$ cat src/rtl/spoc_pkg.sv
// ----------------------------------------------------------------------------
// spoc_pkg
// Shared types, codes and helpers of the sparse outer product accumulator.
// ----------------------------------------------------------------------------
package spoc_pkg;

    localparam int IDX_W = 15;
    localparam int CRD_W = 17;
    localparam int OFF_W = 16;
    localparam int SUM_W = 64;
    localparam int FAC_W = 32;
    localparam int OP_W  = 3;
    localparam int ST_W  = 3;

    localparam logic [OP_W-1:0] OP_ADD    = 3'd0;
    localparam logic [OP_W-1:0] OP_PUSH_A = 3'd1;
    localparam logic [OP_W-1:0] OP_PUSH_B = 3'd2;
    localparam logic [OP_W-1:0] OP_AXA    = 3'd3;
    localparam logic [OP_W-1:0] OP_AXB    = 3'd4;
    localparam logic [OP_W-1:0] OP_READ   = 3'd5;

    localparam logic [ST_W-1:0] ST_ACCUM   = 3'd0;
    localparam logic [ST_W-1:0] ST_NEW     = 3'd1;
    localparam logic [ST_W-1:0] ST_FULL    = 3'd2;
    localparam logic [ST_W-1:0] ST_BAD_POS = 3'd3;
    localparam logic [ST_W-1:0] ST_VEC_FUL = 3'd4;
    localparam logic [ST_W-1:0] ST_DONE    = 3'd5;

    typedef struct packed {
        logic [IDX_W-1:0] key_row;
        logic [IDX_W-1:0] key_col;
        logic [CRD_W-1:0] out_row;
        logic [CRD_W-1:0] out_col;
        logic [SUM_W-1:0] sum;
    } t_entry;

    typedef struct packed {
        logic push_a;
        logic push_b;
        logic clear;
        logic rd_b;
    } t_vec_ctl;

    // two's complement add clamped to the signed 64-bit range
    function automatic logic [SUM_W-1:0] sat_add(input logic [SUM_W-1:0] a,
                                                 input logic [SUM_W-1:0] b);
        logic [SUM_W-1:0] s;
        s = a + b;
        if ((a[SUM_W-1] == b[SUM_W-1]) && (s[SUM_W-1] != a[SUM_W-1])) begin
            s = a[SUM_W-1] ? {1'b1, {(SUM_W-1){1'b0}}} : {1'b0, {(SUM_W-1){1'b1}}};
        end
        return s;
    endfunction

endpackage

$ cat src/rtl/spoc_vec_store.sv
// ----------------------------------------------------------------------------
// spoc_vec_store
// Vectors A and B of index/factor pairs with their lengths.
// ----------------------------------------------------------------------------
module spoc_vec_store #(
    parameter int VMAX  = 8,
    parameter int LEN_W = 4,
    parameter int VA_W  = 3
) (
    input  logic                          i_clk,
    input  logic                          i_rst_n,
    input  spoc_pkg::t_vec_ctl            i_ctl,
    input  logic [spoc_pkg::IDX_W-1:0]    i_idx,
    input  logic [spoc_pkg::FAC_W-1:0]    i_fac,
    input  logic [VA_W-1:0]               i_rd_addr,
    output logic [spoc_pkg::IDX_W-1:0]    o_rd_idx,
    output logic [spoc_pkg::FAC_W-1:0]    o_rd_fac,
    output logic [LEN_W-1:0]              o_a_len,
    output logic [LEN_W-1:0]              o_b_len
);

    logic [spoc_pkg::IDX_W-1:0] r_a_idx [VMAX];
    logic [spoc_pkg::FAC_W-1:0] r_a_fac [VMAX];
    logic [spoc_pkg::IDX_W-1:0] r_b_idx [VMAX];
    logic [spoc_pkg::FAC_W-1:0] r_b_fac [VMAX];
    logic [LEN_W-1:0]           r_a_len;
    logic [LEN_W-1:0]           r_b_len;

    always_ff @(posedge i_clk) begin
        if (!i_rst_n) begin
            r_a_len <= '0;
            r_b_len <= '0;
        end else if (i_ctl.clear) begin
            r_a_len <= '0;
            r_b_len <= '0;
        end else begin
            if (i_ctl.push_a) begin
                r_a_len <= r_a_len + 1'b1;
            end
            if (i_ctl.push_b) begin
                r_b_len <= r_b_len + 1'b1;
            end
        end
    end

    always_ff @(posedge i_clk) begin
        if (i_ctl.push_a) begin
            r_a_idx[r_a_len[VA_W-1:0]] <= i_idx;
            r_a_fac[r_a_len[VA_W-1:0]] <= i_fac;
        end
        if (i_ctl.push_b) begin
            r_b_idx[r_b_len[VA_W-1:0]] <= i_idx;
            r_b_fac[r_b_len[VA_W-1:0]] <= i_fac;
        end
    end

    assign o_rd_idx = i_ctl.rd_b ? r_b_idx[i_rd_addr] : r_a_idx[i_rd_addr];
    assign o_rd_fac = i_ctl.rd_b ? r_b_fac[i_rd_addr] : r_a_fac[i_rd_addr];
    assign o_a_len  = r_a_len;
    assign o_b_len  = r_b_len;

endmodule

$ cat config.mk
export PLATFORM = sky130hd
export DESIGN_NAME = spoc_vec_store
export DESIGN_NICKNAME = d
export VERILOG_FILES = /design/src/rtl/spoc_pkg.sv /design/src/rtl/spoc_vec_store.sv
export SDC_FILE = /design/constraint.sdc
export NUM_CORES = 1
export LEC_CHECK = 0
export BUFFER_PORTS_ARGS = -buffer_cell sky130_fd_sc_hd__buf_2
export CAP_MARGIN = 20
export CELL_PAD_IN_SITES_DETAIL_PLACEMENT = 1
export CELL_PAD_IN_SITES_GLOBAL_PLACEMENT = 2
export CORE_UTILIZATION = 45
export DETAILED_ROUTE_END_ITERATION = 7
export GPL_TIMING_DRIVEN = 0
export PLACE_DENSITY = 0.74
export RECOVER_POWER = 50
export SYNTH_ARGS = -nofsm -noshare
export SYNTH_HDL_FRONTEND = slang
export SYNTH_SLANG_ARGS = --single-unit
$ cat constraint.sdc
create_clock -name i_clk -period 4.4 [get_ports i_clk]
set_input_delay 0.88 -clock i_clk [delete_from_list [all_inputs] [get_ports i_clk]]
set_output_delay 0.88 -clock i_clk [all_outputs]
set_load 0.005 [all_outputs]
* Word level (Yosys, flattened, before mapping)
Memory sizes are Yosys's and may differ from the RTL's. Cells that the tools add are included. Widths: inputs -> output; s select.
Operators by class: $add $sub $neg 2, mux-type cells 6, bitwise operators 1, reduce and logical (&&, ||, !) cells 1
Operators by type and width (number):
- $mux 32 | 1
- $mux 15 | 1
- $add 4x1->4 const B | 2
- $mux 1 | 4
- $reduce_or 2->1 | 1
- $not 1->1 | 1
Word-level totals: register bits 8, memory bits (writable) 752, output and inout bits 55, memories 4
Memories:
- r_a_fac | depth 8, bits a word 32, read ports 1, clocked after memory_dff 0, wr ports 1, line spoc_vec_store.sv:23 | logic [spoc_pkg::FAC_W-1:0] r_a_fac [VMAX];
- r_b_fac | depth 8, bits a word 32, read ports 1, clocked after memory_dff 0, wr ports 1, line spoc_vec_store.sv:25 | logic [spoc_pkg::FAC_W-1:0] r_b_fac [VMAX];
- r_a_idx | depth 8, bits a word 15, read ports 1, clocked after memory_dff 0, wr ports 1, line spoc_vec_store.sv:22 | logic [spoc_pkg::IDX_W-1:0] r_a_idx [VMAX];
- r_b_idx | depth 8, bits a word 15, read ports 1, clocked after memory_dff 0, wr ports 1, line spoc_vec_store.sv:24 | logic [spoc_pkg::IDX_W-1:0] r_b_idx [VMAX];

* Depth between registers and ports, before layout
Gate-level depths: netlist of run 1.
word-level depth 2, gate-level depth with buffers 6, depth with buffers taken out 4

* Worst setup path after synthesis of run 1
OpenSTA, ideal clock, no wires.
path type input to register, start point input i_ctl[2] in the netlist's numbering, end point memory r_b_fac[0][0] in the netlist's numbering (enable), arrival time 4203 ps, slack -313 ps, stages on the path 2, buffers on the path 0, cells stage by stage nand2b_1 > nor3_1
On the way: longest elaborated chain between the ends 2
Ends and longest elaborated chain:
- start, declared | line spoc_vec_store.sv:12 | input spoc_pkg::t_vec_ctl i_ctl,
- $mux 1 | line spoc_vec_store.sv:51 | if (i_ctl.push_b) begin
- $mux 1 (implied by the code) | line spoc_vec_store.sv:53 | r_b_fac[r_b_len[VA_W-1:0]] <= i_fac;
- end, declared | line spoc_vec_store.sv:25
No other way between the ends.

* Worst setup path after layout of run 1
start point input i_rd_addr[1], end point output o_rd_fac[10] in the netlist's numbering
On the way: longest elaborated chain between the ends 2, elaborated cells between the ends (all ways) 3, those cells by class mux (1); memory (2)
Ends and longest elaborated chain:
- start, declared | line spoc_vec_store.sv:15 | input logic [VA_W-1:0] i_rd_addr,
- $mem_v2 8x32 (on tied branches)
- $mux 32 * | line spoc_vec_store.sv:58 | assign o_rd_fac = i_ctl.rd_b ? r_b_fac[i_rd_addr] : r_a_fac[i_rd_addr];
- end, declared | line spoc_vec_store.sv:17 | output logic [spoc_pkg::FAC_W-1:0] o_rd_fac,
Every way passes the cells marked *; elsewhere a longest branch is shown, timed or not.

==> results of run 1 <==
## metrics by stage
| step | setup TNS [ps] | power, mW | setup WS [ps] | std cells |
|---|---|---|---|---|
| CTS | 0 | 15.4 | 353 | 2329 |
| detailed placement | 0 | 8.99 | 360 | 2186 |
| global placement | -1076380 | 8.94 | -1600 | 2150 |
| finish | 0 | 15.3 | 411 | 2329 |
| floorplan | 0 | 8.62 | 947 | 1205 |
| global route | 0 | 15.7 | 256 | 2329 |
## worst max-delay path by stage
| stage | end | slack (ps) | cells after the start |
|---|---|---|---|
| 4_1_cts | o_rd_fac[10] | 350 | 7 |
| 3_3_place_gp | r_b_idx[4][12] | -1600 | 3 |
| 2_1_floorplan | r_b_fac[6][0] | 950 | 2 |
| 6_report | o_rd_fac[10] | 410 | 7 |
| 3_5_place_dp | o_rd_fac[10] | 360 | 7 |
| 5_1_grt | o_rd_fac[17] | 260 | 7 |
## state kept, by name, indices dropped and copies added (netlist names)
| name | flops |
|---|---|
| o_a_len | 4 |
| r_a_idx | 120 |
| r_b_fac | 256 |
| r_b_idx | 120 |
| o_b_len | 4 |
| r_a_fac | 256 |
## cell type report
class | count | area, um^2
plain buffers | 63 | 363
clock buffers | 97 | 2110
clock inverters | 46 | 403
fillers | 5426 | 28800
multi-input cells | 382 | 5500
flip-flops and latches | 760 | 22700
well taps | 837 | 1050
repair buffers | 144 | 1210
## routing by layer
metal	GRT usage	wire, um	vias to the layer above
li1	-	-	5645
met1	0.277	27200	7273
met2	0.352	33100	369
met3	0.0375	3260	108
met4	0.0597	1240	6
met5	0	34	-
## power groups by stage
stage / combinational, mW / clock (mW) / sequential (mW)
after floorplan: 0.401 / 0 / 8.22
after global placement: 0.714 / 0 / 8.22
after detailed placement: 0.768 / 0 / 8.22
after CTS: 0.771 / 6.59 / 8.07
after global routing: 0.805 / 6.81 / 8.07
final: 0.745 / 6.46 / 8.07
## cell usage in the layout (no fill, tap or decap), types with 4 or more instances in the layout
| cell type | Yosys | routed |
|---|---|---|
| sky130_fd_sc_hd__edfxtp_1 | 752 | 752 |
| sky130_fd_sc_hd__mux4_2 | 188 | 188 |
| sky130_fd_sc_hd__clkbuf_1 | 36 | 98 |
| sky130_fd_sc_hd__a22oi_1 | 94 | 94 |
| sky130_fd_sc_hd__clkbuf_16 | 0 | 82 |
| sky130_fd_sc_hd__buf_2 | 11 | 72 |
| sky130_fd_sc_hd__nand2_1 | 53 | 53 |
| sky130_fd_sc_hd__buf_12 | 0 | 23 |
| sky130_fd_sc_hd__clkinv_2 | 0 | 18 |
| sky130_fd_sc_hd__buf_6 | 14 | 14 |
| sky130_fd_sc_hd__clkinv_1 | 0 | 12 |
| sky130_fd_sc_hd__nor2_1 | 17 | 10 |
| sky130_fd_sc_hd__nand2b_1 | 9 | 9 |
| sky130_fd_sc_hd__dfxtp_1 | 8 | 8 |
| sky130_fd_sc_hd__nor2_4 | 0 | 7 |
| sky130_fd_sc_hd__buf_8 | 0 | 7 |
| sky130_fd_sc_hd__bufinv_16 | 0 | 6 |
| sky130_fd_sc_hd__clkinvlp_4 | 0 | 6 |
| sky130_fd_sc_hd__buf_16 | 0 | 6 |
| sky130_fd_sc_hd__nor3_4 | 0 | 4 |
| sky130_fd_sc_hd__a21oi_1 | 4 | 4 |
## kinds of logic (layout without fill, tap and decap cells)
kind of cell / Yosys count / in the layout
mux: 190 / 190
buf+inv: 63 / 350
flops: 760 / 760
compound gates: 100 / 100
xor+xnor: 2 / 2
fa+ha+maj: 2 / 2
simple gates: 88 / 88
## worst max-delay path, stage by stage
cell	delay [ps]
sky130_fd_sc_hd__buf_2	240
sky130_fd_sc_hd__buf_2	340
sky130_fd_sc_hd__clkbuf_1	660
sky130_fd_sc_hd__mux4_2	420
sky130_fd_sc_hd__a22oi_1	260
sky130_fd_sc_hd__nand2_1	140
sky130_fd_sc_hd__buf_2	150
==> results.txt, run 1 <==
Ratio of total power to cell area: 458 nW/um^2. The adder and majority gate portion of the synthesized area was 0.000878; the cell count after synthesis was 1205. The path type of the worst min-delay path is reg -> reg. In this run, synthesis inferred 752 flip-flops with an integrated enable. The floorplan step defined a die boundary enclosing 64400 um^2.

The Yosys step of the flow raised 0 warnings. The logs give 0 for the final number of max-transition violations and 14500 for the via count of the first global-routing pass. Counting along the longest clock path gives a buffer depth of 3.

The run gives 0 as the quantity of gates resized following cts. TritonCTS built the clock tree. The tools report the clock share of power as 0.423. The xor/xnor share of the synthesized area came out at 0.000614. The area overhead of the layout relative to synthesis came out at 17.1%. The tools report the number of sinks handled by clock tree synthesis as 760. The share of the clock period used by the worst path came out at 0.907. For this block, the routed nets add up to 64.8 mm of wire.

Once detailed placement completed, the half-perimeter wirelength came to 42.0 mm. The tools report the part of the total power dissipated in sequential elements as 0.528. The tools report the capturing point of the worst reg2reg path as r_a_fac[3][9].

Average cell area after synthesis: 23.7 um^2. The tools report the cell at the root of the clock tree as sky130_fd_sc_hd__clkbuf_16. The run gives 0 as the number of max-cap violations. The clock arrives with 10.1 ps of skew.

After detailed placement, the total cell area comes to 31000 um^2. The die is 254 um wide. For the worst setup path, the data arrival time is 3110 ps. The setup-violating endpoint count in the final report came out at 0. Ranked by total cell area, the synthesized netlist is headed by sky130_fd_sc_hd__edfxtp_1, sky130_fd_sc_hd__mux4_2, sky130_fd_sc_hd__a22oi_1, sky130_fd_sc_hd__nand2_1, sky130_fd_sc_hd__dfxtp_1.

Static timing analysis puts the maximum clock frequency at 251 MHz. Row count: 91. For the number of buffers inserted by post-CTS setup repair, the log shows 0.

In this run the worst path has a maximum fanout of 10. The run finished with clean final reports. For this run the aggregate overflow at the end of global routing stands at 0. The final standard cell area without fillers was 33400 um^2; the I/O pin total was 111.

The kind of start point of the critical path is a primary input. Setup repair after global routing left no endpoint under its margin. The die outline height is 254 um. The first detailed-routing pass ran for 4 iterations. The worst setup path is captured at an output port. The area of the placeable core was 62200 um^2; the total routing usage reported by global routing was 0.208.

The synthesized design contains 760 register bits. After synthesis, the largest family of logic cells by area is multiplexers. STA puts the critical path data required time at 3520 ps. The number of instances on the worst hold path is 2, and the number of distinct library cell variants in the gate-level netlist after synthesis is 20. The final route contains 13400 vias.

The area of the mapped netlist was 28500 um^2. Fraction of layout instances using a drive strength above 1: 0.294. For flop-to-flop paths, the worst setup slack is 1910 ps. The number of diodes added for antenna fixing is 0. The run gives 3 as the initial antenna violation count. The logs give 0.459 for the effective utilization at floorplan and 0 for the count of nets left with antenna violations after detail routing. In the synthesized netlist, the cells that appear most often are sky130_fd_sc_hd__edfxtp_1, sky130_fd_sc_hd__mux4_2, sky130_fd_sc_hd__a22oi_1. At the pin with the least slew margin, the transition time is 1260 ps.

The smallest hold slack was 484 ps; the post-CTS clock slew at the launch and capture registers of the worst setup and hold paths was 60 ps. The share of the synthesized area in the top cell type came out at 0.792. The post-synthesis cell type with the largest combined area is sky130_fd_sc_hd__edfxtp_1. The flip-flop cell with the highest count after synthesis is sky130_fd_sc_hd__edfxtp_1. The first global-routing pass estimated 95.3 mm of wire.

The detailed router finished its first iteration with 1071 violations. The tools report the worst-case hold path end point as o_a_len[3]. The basic-gate share of the synthesized area counting and, or, nand and nor cells works out to 0.0130. The logs give 0.798 for the sequential-to-total area share from yosys stat and 10.6 nW for the leakage dissipation.

Time the final worst path needs with I/O delays and setup: 3990 ps. The launch point of the worst hold path was o_a_len[3]. The timing startpoint of the critical path is i_rd_addr[1]. The fraction of synthesized area in multiplexers was 0.149; the final hold violation count was 0. Counting every net in the synthesized netlist gives 1263. The run gives 0.245 mV as the largest voltage drop on the vdd net. The run gives 12.1 mW as the internal portion of total power. Among all cell types in the netlist, the one instantiated most often is sky130_fd_sc_hd__edfxtp_1. Compound-cell area share of the yosys netlist: 0.0258. Cell depth of the worst flop-to-flop path: 4. Net switching fraction of the power: 0.207. In this run the number of H-tree levels came out at 3.

The share of flip-flops with an asynchronous set or reset after synthesis was 0; the total CTS buffers was 78. The final layout contains 1487 nets. The tools report the reg-to-reg critical path startpoint as o_a_len[1]. In the routed design, unresolved DRC markers number 0. In the routed layout, each cell is associated on average with a via count of 5.75. The run gives 0.702 as the routability congestion estimate from global placement.

The relative slew slack is 0.158, and the share of the core filled with cells in the final layout is 0.537. Clock latency on the worst-skew pair, taken at its later pin, is 620 ps. The count of buffers added on input and output ports is 108. The critical path is of the in -> out type.

The routed wirelength normalized by instance count is 27.8 um. The run gives 0.049 as the portion of total power attributed to combinational logic. The logs give 0 for the hold-fix buffer count after cts and 25 for the pin count of the biggest net entering global routing.

Summed over all nets, the switching power comes to 3.16 mW.
Power figures use the tool's default switching activity.
==> inputs of run 2 (changes only) <==
- PLACE_DENSITY: 0.74 -> 0.77
==> results.txt, run 2 (same netlist as run 1, synthesis figures left out) <==
The repair_antennas step left the layout with diodes totalling 0. The tools report the number of non-filler instances in the completed layout as 2326. Via count of the first global-routing pass: 14800.

The signal on the critical path passes through buf_2 > buf_2 > clkbuf_1 > mux4_2 > a22oi_1 > nand2_1 > buf_2. The run gives 245 MHz as the timing-limited maximum frequency. In this run the power spent charging and discharging nets is 3.15 mW. The net switching fraction of the power works out to 0.206. The worst-case clock buffer depth was 3. STA classifies the critical path endpoint as an output port. The run gives 0.714 as the routability congestion estimate from global placement. Worst setup timing slack at the placement stage: 349 ps. The run finished with clean final reports.

Setup violations remaining at the end of the flow were counted as 0. The clock share of power is 0.424. The hold-fix buffer count after cts was 0; the I/O pin total was 111. Buffers placed on the I/O ports in this run total 108. For the total half-perimeter wirelength after legalization and detailed placement, the log shows 42.5 mm.

The insertion delay of the later-clocked pin in the worst-skew pair came out at 630 ps. For the initial antenna violation count, the log shows 4. The effective utilization at floorplan is 0.459, and the part of the total power dissipated in sequential elements is 0.527. The portion of total power attributed to combinational logic is 0.049, and the count of H-tree levels built during CTS is 3.

The slew at the pin closest to its max-slew limit is 1440 ps, and the total routing usage reported by global routing is 0.212. Kind of start point of the critical path: a primary input. The final hold violation count came out at 0.

At the end of the flow, the number of nets in the layout was 1488. The first global-routing pass estimated 97.3 mm of wire. Cell at the root of the clock tree: sky130_fd_sc_hd__clkbuf_16.

Entering global routing, the biggest net connects 25 pins. After detailed routing, the average wire length per cell comes to 28.3 um. The standard cell area after detailed placement was 31000 um^2; the floorplan die area was 64400 um^2.

The ratio of total power to cell area came out at 458 nW/um^2. Leakage dissipation: 10.6 nW. Setup repair after global routing left no endpoint under its margin. After floorplanning, the core was divided into 91 placement rows. Wires add up to 65.7 mm. The number of remaining DRC errors is 0, and the worst clock skew is 24.5 ps. Setup slack of the critical path after layout: 314 ps.

The family with the most delay on the worst path was buffers and inverters. After the first detailed-routing iteration, the DRC count stood at 1172. The internal portion of total power is 12.2 mW, and the data arrival at the endpoint of the critical path is 3210 ps. The run gives 0.538 as the share of the core filled with cells in the final layout. The buffering stage count on the worst path with inverters included came out at 4. TritonCTS built the clock tree. For the relative slew slack, the log shows 0.0344.

The most frequent cell on the critical path is sky130_fd_sc_hd__buf_2. The width of the die was 254 um; the fraction of layout instances using a drive strength above 1 was 0.289. The cell with the largest stage delay on the worst path was sky130_fd_sc_hd__clkbuf_1. The largest fanout on the critical path works out to 10. Setup total negative slack on the finished layout was measured at 0 ps.

Summed over all layers, the global routing overflow is 0. The number of sinks handled by clock tree synthesis came out at 760. Dividing the detail-routed via count by the number of cells gives 5.80. After clock tree synthesis, the setup repair step added 0 buffers. The post-placement cell count was 2187; the count of nets left with antenna violations after detail routing was 0. The total vias in the final route is 13500. The worst-case IR drop observed on VDD is 0.285 mV. The share of the clock period used by the worst path was 0.929. At the worst endpoint, the required time is 3520 ps. Subtracting the final worst setup slack from the clock period gives 4090 ps. The area of the placeable core was 62200 um^2. Final number of max-transition violations: 0. The leading cell type in the layout, fill and taps excluded is sky130_fd_sc_hd__edfxtp_1.

Compared with the post-synthesis result, the final layout area differs by 17.3%. In the layout the commonest cells are sky130_fd_sc_hd__edfxtp_1, sky130_fd_sc_hd__mux4_2, sky130_fd_sc_hd__clkbuf_1, sky130_fd_sc_hd__a22oi_1, sky130_fd_sc_hd__clkbuf_16. The number of max-cap violations was 0; the die outline height was 254 um. Clock-pin slew was measured on the worst setup and hold paths at 50 ps. The total CTS buffers was 78. The number of iterations in the first detailed-routing pass came out at 5. The critical path class was in -> out.

The finished cells cover 33400 um^2. For this run, the slowest stage of the critical path takes 730 ps. The min-delay analysis places its worst path in the category reg -> reg. The run gives 0 as the quantity of gates resized following cts.
run 2: cell type report:
| type | count | area (um^2) |
|---|---|---|
| timing repair buffer | 145 | 1290 |
| buffer | 63 | 363 |
| multi-input combinational | 382 | 5500 |
| clock buffer | 98 | 2110 |
| tap | 837 | 1050 |
| sequential | 760 | 22700 |
| clock inverter | 41 | 390 |
| fill | 5428 | 28700 |
run 2: worst min-delay path: stages, from the launching register on:
cell and delay (ps):
sky130_fd_sc_hd__dfxtp_1 320, sky130_fd_sc_hd__o21ai_0 80, sky130_fd_sc_hd__a21oi_1 60
run 2: per-stage QoR:
stage / hold slack (ps) / power, mW
6_report: 505 / 15.3
4_1_cts: 499 / 15.5
3_3_place_gp: 466 / 8.93
5_1_grt: 542 / 15.8
3_5_place_dp: 492 / 8.99
2_1_floorplan: 474 / 8.62
run 2: path summary, 6_finish.rpt:
check	startpoint	end	slack, ps	cells after the start
worst max-delay path	i_rd_addr[1]	o_rd_fac[6]	310	7
worst min-delay path	o_b_len[3]	o_b_len[3]	510	2
worst max register to register	o_a_len[1]	r_a_idx[6][11]	1930	4
worst min register to register	o_b_len[3]	o_b_len[3]	510	2
run 2: power groups by stage:
stage | Combinational (mW) | Sequential (mW) | Clock [mW]
final | 0.750 | 8.07 | 6.50
after global routing | 0.809 | 8.07 | 6.88
after CTS | 0.775 | 8.07 | 6.61
after detailed placement | 0.771 | 8.22 | 0
after global placement | 0.711 | 8.22 | 0
after floorplan | 0.401 | 8.22 | 0
run 2: per-layer routing:
layer,vias up,part of all wire,wire (um),global-route usage
met5,-,0.00073,48,0
met4,8,0.020,1310,0.0645
met3,106,0.060,3920,0.0377
met2,485,0.50,33100,0.352
met1,7248,0.42,27400,0.288
li1,5634,-,-,-
